File: config.mk
export PLATFORM = sky130hd
export DESIGN_NAME = nla_cmd_queue
export DESIGN_NICKNAME = d
export VERILOG_FILES = /design/src/rtl/core/nearest_landmark_association_core_macros.svh /design/src/rtl/core/nla_pkg.sv /design/src/rtl/core/nla_cmd_queue.sv
export SDC_FILE = /design/constraint.sdc
export NUM_CORES = 1
export LEC_CHECK = 0
export ABC_CLOCK_PERIOD_IN_PS = 2900
export BUFFER_PORTS_ARGS = -buffer_cell sky130_fd_sc_hd__buf_4
export CORE_MARGIN = 2
export CORE_UTILIZATION = 52
export DETAILED_ROUTE_END_ITERATION = 10
export PLACE_DENSITY = 0.79
export SLEW_MARGIN = 20
export SYNTH_ARGS = -nofsm -noshare
export SYNTH_HDL_FRONTEND = slang
export SYNTH_SLANG_ARGS = --single-unit
File: constraint.sdc
create_clock -name i_clk -period 2.9 [get_ports i_clk]
set_input_delay 0.145 -clock i_clk [delete_from_list [all_inputs] [get_ports i_clk]]
set_output_delay 0.145 -clock i_clk [all_outputs]
set_load 0.01 [all_outputs]
File: src/rtl/core/nearest_landmark_association_core_macros.svh
// Assertion macros shared by the nearest landmark association RTL.
// Depends on nothing; included by the modules that carry assertions.
`ifndef NEAREST_LANDMARK_ASSOCIATION_CORE_MACROS_SVH
`define NEAREST_LANDMARK_ASSOCIATION_CORE_MACROS_SVH

// Property checked on every rising edge outside reset.
`define NLA_ASSERT(lbl, clk, rst_n, prop, msg) \
    lbl: assert property (@(posedge clk) disable iff (!rst_n) (prop)) else $error(msg);

// Property checked on every rising edge, reset included.
`define NLA_ASSERT_ALWAYS(lbl, clk, prop, msg) \
    lbl: assert property (@(posedge clk) (prop)) else $error(msg);

`endif

File: src/rtl/core/nla_pkg.sv
// Package for the nearest landmark association core: payload words,
// command codes and status codes. Depends on nothing.
package nla_pkg;

    localparam logic [1:0] MODE_CLEAR  = 2'd0;
    localparam logic [1:0] MODE_APPEND = 2'd1;
    localparam logic [1:0] MODE_QUERY  = 2'd2;

    localparam logic [1:0] STATUS_OK    = 2'd0;
    localparam logic [1:0] STATUS_EMPTY = 2'd1;
    localparam logic [1:0] STATUS_FULL  = 2'd2;

    localparam int unsigned QUEUE_DEPTH = 2;

    typedef struct packed {
        logic [1:0]        mode;
        logic signed [19:0] coord_x;
        logic signed [19:0] coord_y;
        logic [15:0]       landmark_id;
    } t_in_item;

    typedef struct packed {
        logic [15:0] nearest_id;
        logic [41:0] nearest_sq_distance;
        logic [1:0]  status;
    } t_out_item;

    typedef enum logic [1:0] {
        OP_CLEAR,
        OP_APPEND,
        OP_QUERY,
        OP_IGNORE
    } t_op;

    typedef struct packed {
        t_op               op;
        logic signed [19:0] coord_x;
        logic signed [19:0] coord_y;
        logic [15:0]       landmark_id;
    } t_cmd;

endpackage

File: src/rtl/core/nla_cmd_queue.sv
// Short command queue between the front end and the back end, so that
// each side can stall on its own. Depends on nla_pkg.
module nla_cmd_queue
    import nla_pkg::*;
(
    input  logic i_clk,
    input  logic i_rst_n,
    input  logic i_push_valid,
    output logic o_push_ready,
    input  t_cmd i_push_cmd,
    output logic o_pop_valid,
    input  logic i_pop_ready,
    output t_cmd o_pop_cmd
);

    localparam int unsigned PW = (QUEUE_DEPTH > 1) ? $clog2(QUEUE_DEPTH) : 1;
    localparam int unsigned FW = $clog2(QUEUE_DEPTH + 1);

    t_cmd          r_slot [QUEUE_DEPTH];
    logic [PW-1:0] r_wr_ptr;
    logic [PW-1:0] r_rd_ptr;
    logic [FW-1:0] r_fill;
    logic          n_push;
    logic          n_pop;

    assign o_push_ready = (r_fill != FW'(QUEUE_DEPTH));
    assign o_pop_valid  = (r_fill != '0);
    assign o_pop_cmd    = r_slot[r_rd_ptr];
    assign n_push       = i_push_valid && o_push_ready;
    assign n_pop        = o_pop_valid && i_pop_ready;

    always_ff @(posedge i_clk) begin
        if (!i_rst_n) begin
            r_wr_ptr <= '0;
            r_rd_ptr <= '0;
            r_fill   <= '0;
        end else begin
            if (n_push) begin
                r_wr_ptr <= (r_wr_ptr == PW'(QUEUE_DEPTH - 1)) ? '0 : r_wr_ptr + 1'b1;
            end
            if (n_pop) begin
                r_rd_ptr <= (r_rd_ptr == PW'(QUEUE_DEPTH - 1)) ? '0 : r_rd_ptr + 1'b1;
            end
            if (n_push && !n_pop) begin
                r_fill <= r_fill + 1'b1;
            end else if (n_pop && !n_push) begin
                r_fill <= r_fill - 1'b1;
            end
        end
    end

    always_ff @(posedge i_clk) begin
        if (n_push) begin
            r_slot[r_wr_ptr] <= i_push_cmd;
        end
    end

endmodule

==> results of run 1 <==
==> final cells by class <==
| type | instances | area, um2 |
|---|---|---|
| Timing Repair Buffer | 185 | 1560 |
| Tap cell | 105 | 131 |
| Sequential cell | 121 | 3580 |
| Clock inverter | 15 | 129 |
| Inverter | 1 | 3.75 |
| Multi-Input combinational cell | 76 | 793 |
| Clock buffer | 17 | 414 |
| Fill cell | 405 | 1600 |
==> cells in the final DEF, fill, tap and decap left out, types with 2 or more instances in the layout <==
cell	instances
and2_1	4
buf_12	2
buf_4	123
clkbuf_16	16
clkinv_1	2
clkinv_2	2
clkinv_4	3
clkinvlp_4	5
dfxtp_1	4
dlygate4sd3_1	60
edfxtp_1	116
inv_6	2
mux2_2	58
xnor2_1	2
==> cell usage after synthesis <==
master    instances
mux2_2           58
and2_1            4
buf_2             3
xor2_1            1
and3_1            1
xnor2_1           2
or2_2             1
buf_6             2
dfxtp_1           5
ha_1              1
nand3b_1          1
a21boi_0          1
a21bo_2           1
a21boi_1          1
edfxtp_1        116
buf_4             1
o21ai_1           1
inv_1             1
nand2b_4          1
or3_1             1
o21ai_0           1
==> stage by stage <==
stage	cell area, um2	hold slack (ns)
after detailed placement	5480	0.332
after global placement	5480	0.330
after CTS	6620	0.129
after floorplan	4420	0.244
after global routing	6620	0.187
final	6620	0.200
==> per-layer routing <==
layer,share of wire [%],track usage [%],vias up
li1,-,-,1204
met1,39,22.6,1268
met2,54,35.8,98
met3,6.2,8.07,7
met4,0.62,7.14,0
met5,0,0,-
==> path summary, 6_finish.rpt <==
check                            startpoint             to  depth (start not counted)
worst max register to register    r_fill[0]  r_slot[0][17]                          4
worst max-delay path               register  o_pop_cmd[40]                          3
worst min register to register    r_fill[1]      r_fill[1]                          2
worst min-delay path            i_pop_ready       r_rd_ptr                          4
==> logic make-up after synthesis <==
group / synth area share [%]
xor+xnor: 0.594
flops: 81.0
buf+inv: 1.10
mux: 14.8
compound gates: 0.792
fa+ha+maj: 0.283
simple gates: 1.47
==> where the power goes <==
part / leakage (uW) / switching, uW / internal [uW]
logic: 0.00113 / 608 / 781
registers: 0.00112 / 121 / 2190
clock network: 0.000252 / 743 / 1130
total: 0.00251 / 1470 / 4100
==> registers in the layout, indices dropped and copies added, names as in the netlist, named ones only <==
name and flops:
r_slot 116, r_rd_ptr 1, r_fill 2, r_wr_ptr 1
==> critical path: stages, from the launching register on <==
cell	delay, ns
dfxtp_2	0.75
buf_12	0.28
mux2_2	0.38
buf_4	0.15
==> out/qor.csv, run 1 <==
metric,value,unit
finalWirelength,9.24,mm
yosysUniqueCellTypes,21,
seq_area_frac_synth,81.0,%
drtIter0Drc,106,
tightest_slew,0.777,ns
synth_top_area_share,78.7,%
slew_headroom,48.2,%
grt_max_degree,59,
die_h,96.2,um
routedWlPerCell,17.8,um
rsz0062_at_grt,no,
grt_first_pass_wirelength,13.3,mm
initial_core_util,53.8,%
dp.final_hpwl,5.11,mm
critPathRequiredTime,2.76,ns
tritoncts,yes,
io_buffer_count,121,
nets,465,
firstDrtPassIters,4,
track_usage,20.5,%
place_inst,428,
setup_ws,0.660,ns
grt_overflow,0,
power.total,5570,uW
clockRootBuffer,clkbuf_8,
period_share,77.2,%
drc,0,
cts.sinks,121,
hold_class,primary input to register,
rows,33,
antenna_found_initial,0,
pre_cts_ws,1.07,ns
htreeDepth,4,
antenna_cells,0,
grt_pass1_vias,2630,
tns,0,ns
synth_cells,204,
critPathMaxFanout,32,
holdBufCountCts,60,
layout.cells.non_filler,520,
setup_violations,0,
ir_drop,0.000746,V
cts_buffers,17,
end_kind,primary output,
core-area,8220,um2
hold_viol_final,0,
synth_fp_nets,267,
synthToLayoutAreaGrowth,49.6,%
via_per_inst,4.96,
fmax,446,MHz
p_leak,0.00251,uW
outcome,completed,
cts_setup_buffers,0,
ys_top_cells_by_area,"edfxtp_1 79%, mux2_2 15%, dfxtp_1 2.3%",
syn_area,4420,um2
p_per_area,842,nW/um2
min_period,2.24,ns
r2r_setup_slack,1.02,ns
worstPathArrival,2.10,ns
cp-start-kind,register,
crit_type,register to primary output,
final_util,80.6,%
die_w,96.2,um
ios,122,
antenna_left,0,
via_count,2577,
ys_warn_count,0,
die-area,9260,um2
clk_pin_slew,0.05,ns
fin_worst_skew,0.00859,ns
synth_seq_cells,121,
yosys.area.top_type,edfxtp_1,
drive_gt1_share,52.8,%
finalMaxSlewViolations,0,
place.gp.congestion,0.721,
clockBufferDepth,2,
syn_area_per_cell,21.7,um2
maxCapViolations,0,
post_cts_resized,0,
insertion_delay,0.51,ns
(Power assumes the default switching activity.)
==> run 2: changes to the inputs <==
- ABC_CLOCK_PERIOD_IN_PS: 2900 -> 2000
- CORE_UTILIZATION: 52 -> 47
- PLACE_DENSITY: 0.79 -> 0.76
- clock period: 2.9 -> 2 ns (I/O delays scaled with it)
==> out/qor.csv, run 2 (synthesis results as in run 1) <==
metric,value,unit
ir_drop,0.000830,V
insertion_delay,0.50,ns
cts.sinks,121,
cts_setup_buffers,0,
clockBufferDepth,2,
p_per_area,1240,nW/um2
clockRootBuffer,clkbuf_8,
initial_core_util,48.1,%
synthToLayoutAreaGrowth,51.6,%
place.gp.congestion,0.729,
track_usage,17.5,%
place_area,5520,um2
grt_max_degree,46,
grt_overflow,0,
hold_class,primary input to register,
drtIter0Drc,116,
via_per_inst,4.83,
antenna_cells,0,
finalWirelength,8.47,mm
slew_headroom,76.3,%
maxCapViolations,0,
mostFrequentLayoutCells,"124 x buf_4, 116 x edfxtp_1, 60 x dlygate4sd3_1, 58 x mux2_2, 16 x clkbuf_16",
clk_pin_slew,0.05,ns
dp.final_hpwl,4.91,mm
min_period,1.73,ns
tritoncts,yes,
hold_viol_final,0,
core-area,9200,um2
postLayoutCellArea,6710,um2
fin_worst_skew,0.00843,ns
rsz0062_at_grt,no,
p_leak,0.00254,uW
firstDrtPassIters,4,
via_count,2549,
grt_first_pass_wirelength,13.1,mm
die-area,10200,um2
cp-start-kind,register,
finalMaxSlewViolations,0,
grt_pass1_vias,2732,
fillers,564,
rows,35,
die_w,101,um
top_regs,"r_slot: 116 flops, r_fill: 2 flops",
final_util,72.9,%
drive_gt1_share,52.8,%
outcome,completed,
die_h,101,um
crit_chain,"buf_12, mux2_2, buf_4",
critPathRequiredTime,1.90,ns
layout_commonest_cell,buf_4,
critPathMaxFanout,43,
fmax,577,MHz
end_kind,primary output,
holdBufCountCts,60,
antenna_left,0,
antenna_found_initial,0,
crit_type,register to primary output,
largest_register_ffs,116,
nets,467,
tns,0,ns
post_cts_resized,0,
top_register,r_slot,
setup_violations,0,
worstPathArrival,1.63,ns
routedWlPerCell,16.0,um
io_buffer_count,121,
period_share,86.7,%
tightest_slew,0.356,ns
drc,0,
ios,122,
htreeDepth,4,
critical-path-max-stage-delay,0.38,ns
power.total,8290,uW
critPathSlowestCell,mux2_2,
cts_buffers,17,
-- run 2: cell types whose count changed in the layout (fill, tap and decap cells not counted) --
cell / delta
buf_4: +1
clkinv_1: +1
bufinv_16: +2
clkinv_2: -2
buf_12: +1
inv_2: -1
-- run 2: report_power, final --
part / total [uW] / internal (uW) / switching, uW
Sequential: 3270 / 3170 / 95.6
Clock: 2950 / 1890 / 1050
Combinational: 2080 / 1150 / 930
Total: 8290 / 6210 / 2080
-- run 2: metrics by stage --
step,worst slack [ns],hold WS [ns],instances
after floorplan,0.120,0.199,204
after global placement,0.486,0.285,436
after detailed placement,0.444,0.288,436
after CTS,0.226,0.0692,528
after global routing,0.190,0.111,528
final,0.266,0.0900,528
-- run 2: layout make-up --
class / instances / area [um2] / share of cell area, %
Clock buffer: 17 / 414 / 6.18
Clock inverter: 15 / 175 / 2.61
Inverter: 1 / 7.51 / 0.112
Multi-Input combinational cell: 76 / 793 / 11.8
Sequential cell: 121 / 3580 / 53.5
Tap cell: 111 / 139 / 2.07
Timing Repair Buffer: 187 / 1590 / 23.7
-- run 2: worst paths after layout --
kind | startpoint | to | slack (ns) | depth (start not counted)
hold reg to reg | r_fill[1] | r_fill[1] | 0.57 | 2
setup reg to reg | r_fill[0] | r_fill[1] | 0.40 | 5
hold / removal | i_pop_ready | register | 0.09 | 4
setup / recovery | register | o_pop_cmd[29] | 0.27 | 3
-- run 2: routing by layer --
metal | routed length [um] | share of wire, % | track usage, % | vias up
li1 | - | - | - | 1209
met1 | 3380 | 40 | 19.6 | 1230
met2 | 4500 | 53 | 30.7 | 96
met3 | 465 | 5.5 | 5.76 | 14
met4 | 126 | 1.5 | 7.38 | 0
met5 | 0 | 0 | 0 | -
-- run 2: critical path, delay by kind of cell (launching register included) --
kind | cells | cell delay, ns
buffers and inverters | 2 | 0.39
muxes | 1 | 0.38
DFF | 1 | 0.35
