--- config.mk ---
export PLATFORM = sky130hd
export DESIGN_NAME = nla_front
export DESIGN_NICKNAME = d
export VERILOG_FILES = /design/src/rtl/core/nearest_landmark_association_core_macros.svh /design/src/rtl/core/nla_pkg.sv /design/src/rtl/core/nla_front.sv
export SDC_FILE = /design/constraint.sdc
export NUM_CORES = 1
export LEC_CHECK = 0
export ABC_AREA = 1
export BUFFER_PORTS_ARGS = -buffer_cell sky130_fd_sc_hd__buf_2
export CORE_ASPECT_RATIO = 0.75
export CORE_UTILIZATION = 43
export CTS_CLUSTER_DIAMETER = 80
export CTS_CLUSTER_SIZE = 30
export DETAILED_ROUTE_END_ITERATION = 10
export PLACE_DENSITY = 0.82
export SLEW_MARGIN = 25
export SYNTH_ARGS = -nofsm -noshare
export SYNTH_HDL_FRONTEND = slang
export SYNTH_SLANG_ARGS = --single-unit
--- constraint.sdc ---
create_clock -name i_clk -period 8.2 [get_ports i_clk]
set_input_delay 0.82 -clock i_clk [delete_from_list [all_inputs] [get_ports i_clk]]
set_output_delay 0.82 -clock i_clk [all_outputs]
set_load 0.02 [all_outputs]
--- src/rtl/core/nearest_landmark_association_core_macros.svh ---
// Assertion macros shared by the nearest landmark association RTL.
// Depends on nothing; included by the modules that carry assertions.
`ifndef NEAREST_LANDMARK_ASSOCIATION_CORE_MACROS_SVH
`define NEAREST_LANDMARK_ASSOCIATION_CORE_MACROS_SVH

// Property checked on every rising edge outside reset.
`define NLA_ASSERT(lbl, clk, rst_n, prop, msg) \
    lbl: assert property (@(posedge clk) disable iff (!rst_n) (prop)) else $error(msg);

// Property checked on every rising edge, reset included.
`define NLA_ASSERT_ALWAYS(lbl, clk, prop, msg) \
    lbl: assert property (@(posedge clk) (prop)) else $error(msg);

`endif

--- src/rtl/core/nla_pkg.sv ---
// Package for the nearest landmark association core: payload words,
// command codes and status codes. Depends on nothing.
package nla_pkg;

    localparam logic [1:0] MODE_CLEAR  = 2'd0;
    localparam logic [1:0] MODE_APPEND = 2'd1;
    localparam logic [1:0] MODE_QUERY  = 2'd2;

    localparam logic [1:0] STATUS_OK    = 2'd0;
    localparam logic [1:0] STATUS_EMPTY = 2'd1;
    localparam logic [1:0] STATUS_FULL  = 2'd2;

    localparam int unsigned QUEUE_DEPTH = 2;

    typedef struct packed {
        logic [1:0]        mode;
        logic signed [19:0] coord_x;
        logic signed [19:0] coord_y;
        logic [15:0]       landmark_id;
    } t_in_item;

    typedef struct packed {
        logic [15:0] nearest_id;
        logic [41:0] nearest_sq_distance;
        logic [1:0]  status;
    } t_out_item;

    typedef enum logic [1:0] {
        OP_CLEAR,
        OP_APPEND,
        OP_QUERY,
        OP_IGNORE
    } t_op;

    typedef struct packed {
        t_op               op;
        logic signed [19:0] coord_x;
        logic signed [19:0] coord_y;
        logic [15:0]       landmark_id;
    } t_cmd;

endpackage

--- src/rtl/core/nla_front.sv ---
// Front end: accepts input words, decodes the mode into a command and
// holds it until the command queue takes it. Depends on nla_pkg.
module nla_front
    import nla_pkg::*;
(
    input  logic     i_clk,
    input  logic     i_rst_n,
    input  logic     i_in_valid,
    output logic     o_in_ready,
    input  t_in_item i_in_item,
    output logic     o_cmd_valid,
    input  logic     i_cmd_ready,
    output t_cmd     o_cmd
);

    logic r_valid;
    t_cmd r_cmd;
    t_op  n_op;

    always_comb begin
        case (i_in_item.mode)
            MODE_CLEAR:  n_op = OP_CLEAR;
            MODE_APPEND: n_op = OP_APPEND;
            MODE_QUERY:  n_op = OP_QUERY;
            default:     n_op = OP_IGNORE;
        endcase
    end

    assign o_in_ready  = !r_valid || i_cmd_ready;
    assign o_cmd_valid = r_valid;
    assign o_cmd       = r_cmd;

    always_ff @(posedge i_clk) begin
        if (!i_rst_n) begin
            r_valid <= 1'b0;
        end else if (o_in_ready) begin
            r_valid <= i_in_valid;
        end
    end

    always_ff @(posedge i_clk) begin
        if (i_in_valid && o_in_ready) begin
            r_cmd.op          <= n_op;
            r_cmd.coord_x     <= i_in_item.coord_x;
            r_cmd.coord_y     <= i_in_item.coord_y;
            r_cmd.landmark_id <= i_in_item.landmark_id;
        end
    end

endmodule

==> flow_summary.ini, run 1 <==
[detailed_routing]
wl_met3_um = 538
routedWlPerCell_um = 13.57
wl_met2_mm = 1.585
drtAntennaViolNets = 0
firstDrtPassIters = 4
wl_met1_mm = 1.254
vias_per_cell = 4.333
drtIter0Drc = 35
top_layer_used = met4
drc = 0
drt_wl_total_mm = 3.461
vias = 1105

[critical_path]
r2r_start = o_cmd_valid$_SDFFE_PN0P_
worstSetupStartpointType = input pin
crit_fanout = 2
worst_setup_path_end_kind = primary output
required_ns = 7.38
r2r_end = o_cmd[19]$_DFFE_PP_
crit_chain = buf_2 > inv_2 > nand2_2 > buf_2
arrival_ns = 1.23
reg2reg_depth = 2
r2r_setup_slack_ns = 6.72
max_stage_delay_ns = 0.16
crit_type = in -> out
critPathSlowestCell = buf_2
cpMostUsedCell = buf_2

[synthesis]
synth_most_common_cell = edfxtp_1
yosysSeqAreaShare = 0.9785
synth_edf_count = 58
yosys_warnings = 0
synth.ff_latch_count = 59
synth_cell_types = 8
syn-num-nets = 129
ys_top_cells_by_area = edfxtp_1 97%, dfxtp_1 1.1%, a21oi_2 0.49%, clkbuf_1 0.42%, inv_1 0.42%
avgSynthCellArea_sq_um = 26.87
synth_top_area_share = 0.9673
synth-async-reset-ratio = 0
synth_area_sq_um = 1800
synth_top_area_cell = edfxtp_1
synthFlopType = edfxtp_1
netlist_instances = 67
synthTopCellsByCount = 58 x edfxtp_1, 2 x clkbuf_1, 2 x inv_1

[timing]
fin_crit_sh = 0.2496
setup_tns_ns = 0
relSlewSlack = 0.5470
skew_ns = 0.01200
drv_slew = 0
tightest_slew_ns = 0.6796
finalSetupViolCount = 0
hold_violations = 0
max_freq_mhz = 488.7
rsz0062_at_grt = false
post-route-min-period_ns = 2.046

[clocking]
cts.sinks = 59
post_cts_buffers = 0
htree_levels = 3
hold_buffers = 0
tritoncts = built
cts_made_buffers = 9
cts_resized = 0
clk_pin_slew_worst_paths_ns = 0.07
clock-root-buffer = clkbuf_8
insertion_delay_ns = 0.34
cts_buffer_depth = 2

[grt]
grt_max_degree = 59
antenna_found_initial = 0
gr-total-overflow = 0
grt_pass1_wl_mm = 4.933
grt_pass1_vias = 1065
grt_usage = 0.1686

[power]
p_leak_nw = 1.159
power_density_nw_per_um2 = 239.6
ir_drop_uv = 210.3

[placed_design]
placed_area_sq_um = 2482
port_buffers = 121
gp_congestion = 0.6923
place_hpwl_mm = 2.421

[min_path]
min_to = o_cmd_valid$_SDFFE_PN0P_
min_path_cells = 2
hold_start = o_cmd_valid$_SDFFE_PN0P_
hp-class = reg -> reg

[layout]
utilization = 0.6914
seqCellArea_sq_um = 1762
fin_area_sq_um = 2646
synthToLayoutAreaGrowth_pct = 46.98
antenna_cells = 0
drive_gt1_frac = 0.6847
multiInputGateArea_sq_um = 31.28
final_nets = 260
num-fill-cells = 256

[run]
cap_viol_max_count = 0

[die]
rows = 19
ios = 122
die_area_sq_um = 4453
fp.coreArea_sq_um = 3827
initial_core_util = 0.4704
die_w_um = 76.72
die_h_um = 58.04

[run_status]
outcome = finished clean
worst max path at each step:
stage | startpoint | endpoint | slack [ns] | depth (start not counted)
finish | i_cmd_ready | o_in_ready | 6.15 | 4
global route | i_cmd_ready | o_in_ready | 6.14 | 4
CTS | i_cmd_ready | o_in_ready | 6.16 | 4
detailed placement | i_in_valid | o_cmd[38]$_DFFE_PP_ | 6.16 | 4
global placement | i_cmd_ready | o_in_ready | 6.18 | 4
floorplan | i_in_valid | o_cmd[0]$_DFFE_PP_ | 4.01 | 2
per-stage QoR:
stage                     power (W)  std cells  hold WS, ns  setup WS (ns)
after global routing      0.0006593        255       0.5604          6.139
after global placement    0.0004231        239       0.5134          6.175
after CTS                 0.0006433        255       0.5376          6.157
after detailed placement  0.0004248        239       0.5142          6.162
after floorplan           0.0003944         67       0.6435          4.010
final                     0.0006341        255       0.5371          6.154
power by group:
group           total, W  internal [W]  switching [W]
clock           0.000216      0.000116      0.0000997
combinational  0.0000613     0.0000221      0.0000392
sequential      0.000357      0.000353     0.00000414
total           0.000634      0.000491       0.000143
critical path, delay by kind of cell:
kind,cells,cell delay (ns)
simple gates,1,0.06
buf+inv,3,0.34
area by class of cell:
type | count | area share
Timing Repair Buffer | 122 | 0.2317
Clock inverter | 3 | 0.005674
Inverter | 3 | 0.004255
Clock buffer | 13 | 0.05626
Sequential cell | 59 | 0.6657
Multi-Input combinational cell | 3 | 0.01182
Tap cell | 52 | 0.02459
per-layer routing:
metal | GRT usage | vias up
li1 | - | 523
met1 | 0.1652 | 483
met2 | 0.2500 | 87
met3 | 0.1323 | 12
met4 | 0.1071 | 0
met5 | 0 | -
cells in the final DEF (no fill, tap or decap):
cell type	netlist	routed
nand2_2	1	1
buf_4	0	1
dfxtp_1	1	1
buf_2	0	121
a21oi_2	1	1
inv_2	1	1
inv_1	2	2
clkbuf_8	0	10
a21oi_4	0	1
clkbuf_1	2	3
edfxtp_1	58	58
clkinv_2	0	3
registers in the layout, indices dropped and copies added, names as in the netlist:
signal       cells
o_cmd_valid      1
o_cmd           58
cell families (layout without fill, tap and decap cells):
group | Yosys count | after routing | synth area share
compound gates | 2 | 2 | 0.007642
buf+inv | 5 | 141 | 0.01043
simple gates | 1 | 1 | 0.003477
flops | 59 | 59 | 0.9785
Power figures use the tool's default switching activity.
==> inputs of run 2 (changes only) <==
- CORE_UTILIZATION: 43 -> 40
- PLACE_DENSITY: 0.82 -> 0.78
- clock period: 8.2 -> 1.97 ns (I/O delays scaled with it)
==> run 2 against run 1 <==
- worst hold slack lost 0.49 ns
- via count grew 1.0%
- clock-buffer cell count shrank 2
- sequential share of layout area shrank 0.65 points
- critical endpoint is now o_cmd[49]$_DFFE_PP_
==> flow_summary.ini, run 2 (synthesis results as in run 1) <==
[clocking]
cts_resized = 0
clock-root-buffer = clkbuf_8
hold_buffers = 0
htree_levels = 3
clk_pin_slew_worst_paths_ns = 0.06
post_cts_buffers = 0
insertion_delay_ns = 0.32
cts_made_buffers = 9
tritoncts = built
cts.sinks = 59
cts_buffer_depth = 2

[timing]
rsz0062_at_grt = false
post-route-min-period_ns = 1.192
whs_ns = 0.04731
relSlewSlack = 0.8008
skew_ns = 0.003322
drv_slew = 0
max_freq_mhz = 838.7
setup_tns_ns = 0
hold_violations = 0
tightest_slew_ns = 0.2989
fin_crit_sh = 0.6052
finalSetupViolCount = 0

[die]
die_w_um = 79.47
rows = 20
die_h_um = 60.10
die_area_sq_um = 4776
fp.coreArea_sq_um = 4179
initial_core_util = 0.4308
ios = 122

[grt]
grt_use_met3 = 0.1176
grt_usage = 0.1573
grt_max_degree = 59
busiest_layer = met2
antenna_found_initial = 0
grt_pass1_vias = 1057
grt_pass1_wl_mm = 4.940
met2_usage = 0.2613
use_met1 = 0.1445
gr-total-overflow = 0

[min_path]
hp-class = in -> reg

[layout]
num-fill-cells = 336
antenna_cells = 0
synthToLayoutAreaGrowth_pct = 48.44
fin_area_sq_um = 2673
largest_reg_flops = 58
layout_common_cells = 121 x buf_2, 58 x edfxtp_1, 9 x clkbuf_8
mostFrequentLayoutCell = buf_2
drive_gt1_frac = 0.6782
final_nets = 260

[detailed_routing]
routedWlPerCell_um = 13.54
drc = 0
firstDrtPassIters = 4
drtAntennaViolNets = 0
drt_wl_total_mm = 3.481
drtIter0Drc = 31
vias_per_cell = 4.342
vias = 1116

[critical_path]
critPathSlowestCell = dfxtp_1
arrival_ns = 1.19
crit_type = reg -> reg
crit_chain = a21oi_4 > buf_12
max_stage_delay_ns = 0.35
worst_setup_path_end_kind = flip-flop
required_ns = 1.96
worstSetupStartpointType = flip-flop
crit_fanout = 58

[run]
cap_viol_max_count = 0

[placed_design]
port_buffers = 121
gp_congestion = 0.7370
placed_area_sq_um = 2499

[power]
p_leak_nw = 1.164
power_density_nw_per_um2 = 1018
ir_drop_uv = 632.1

[run_status]
outcome = finished clean
[run 2: layer usage]
| layer | part of all wire | wire [um] | vias to the layer above |
|---|---|---|---|
| met3 | 0.11 | 366 | 4 |
| met5 | 0 | 0 | - |
| li1 | - | - | 522 |
| met2 | 0.51 | 1774 | 67 |
| met1 | 0.37 | 1298 | 523 |
| met4 | 0.012 | 42 | 0 |
[run 2: critical path: cells and delay by family, from the launching register on]
kind	cells	cell delay [ns]
flops	1	0.35
buf+inv	1	0.30
compound gates	1	0.19
[run 2: final timing paths]
kind / start / endpoint / slack (ns) / cells past startpoint
setup / recovery: o_cmd_valid$_SDFFE_PN0P_ / o_cmd[49]$_DFFE_PP_ / 0.78 / 2
hold / removal: i_in_item[14] / o_cmd[14]$_DFFE_PP_ / 0.05 / 1
hold reg to reg: o_cmd_valid$_SDFFE_PN0P_ / o_cmd_valid$_SDFFE_PN0P_ / 0.53 / 2
setup reg to reg: o_cmd_valid$_SDFFE_PN0P_ / o_cmd[49]$_DFFE_PP_ / 0.78 / 2
[run 2: layout make-up]
type,instances,area [sq um],area share
Tap cell,55,68.82,0.02575
Sequential cell,59,1762,0.6592
Inverter,3,11.26,0.004213
Clock inverter,4,42.54,0.01592
Timing Repair Buffer,122,625.6,0.2341
Clock buffer,11,131.4,0.04916
Multi-Input combinational cell,3,31.28,0.01170
[run 2: stage by stage]
step / total power, W / setup WS, ns / util / std cells
floorplan: 0.001639 / 0.1230 / - / 67
global placement: 0.001765 / 0.8279 / 0.5979 / 242
detailed placement: 0.001775 / 0.7957 / 0.5979 / 242
CTS: 0.002758 / 0.7633 / 0.6395 / 257
global route: 0.002830 / 0.7377 / 0.6395 / 257
finish: 0.002720 / 0.7777 / 0.6395 / 257
[run 2: power by group]
group	leakage (nW)	switching [W]	internal, W	total, W
Combinational	0.506	0.000165	0.0000957	0.000260
Clock	0.0882	0.000408	0.000567	0.000974
Sequential	0.569	0.0000178	0.00147	0.00148
Total	1.16	0.000590	0.00213	0.00272
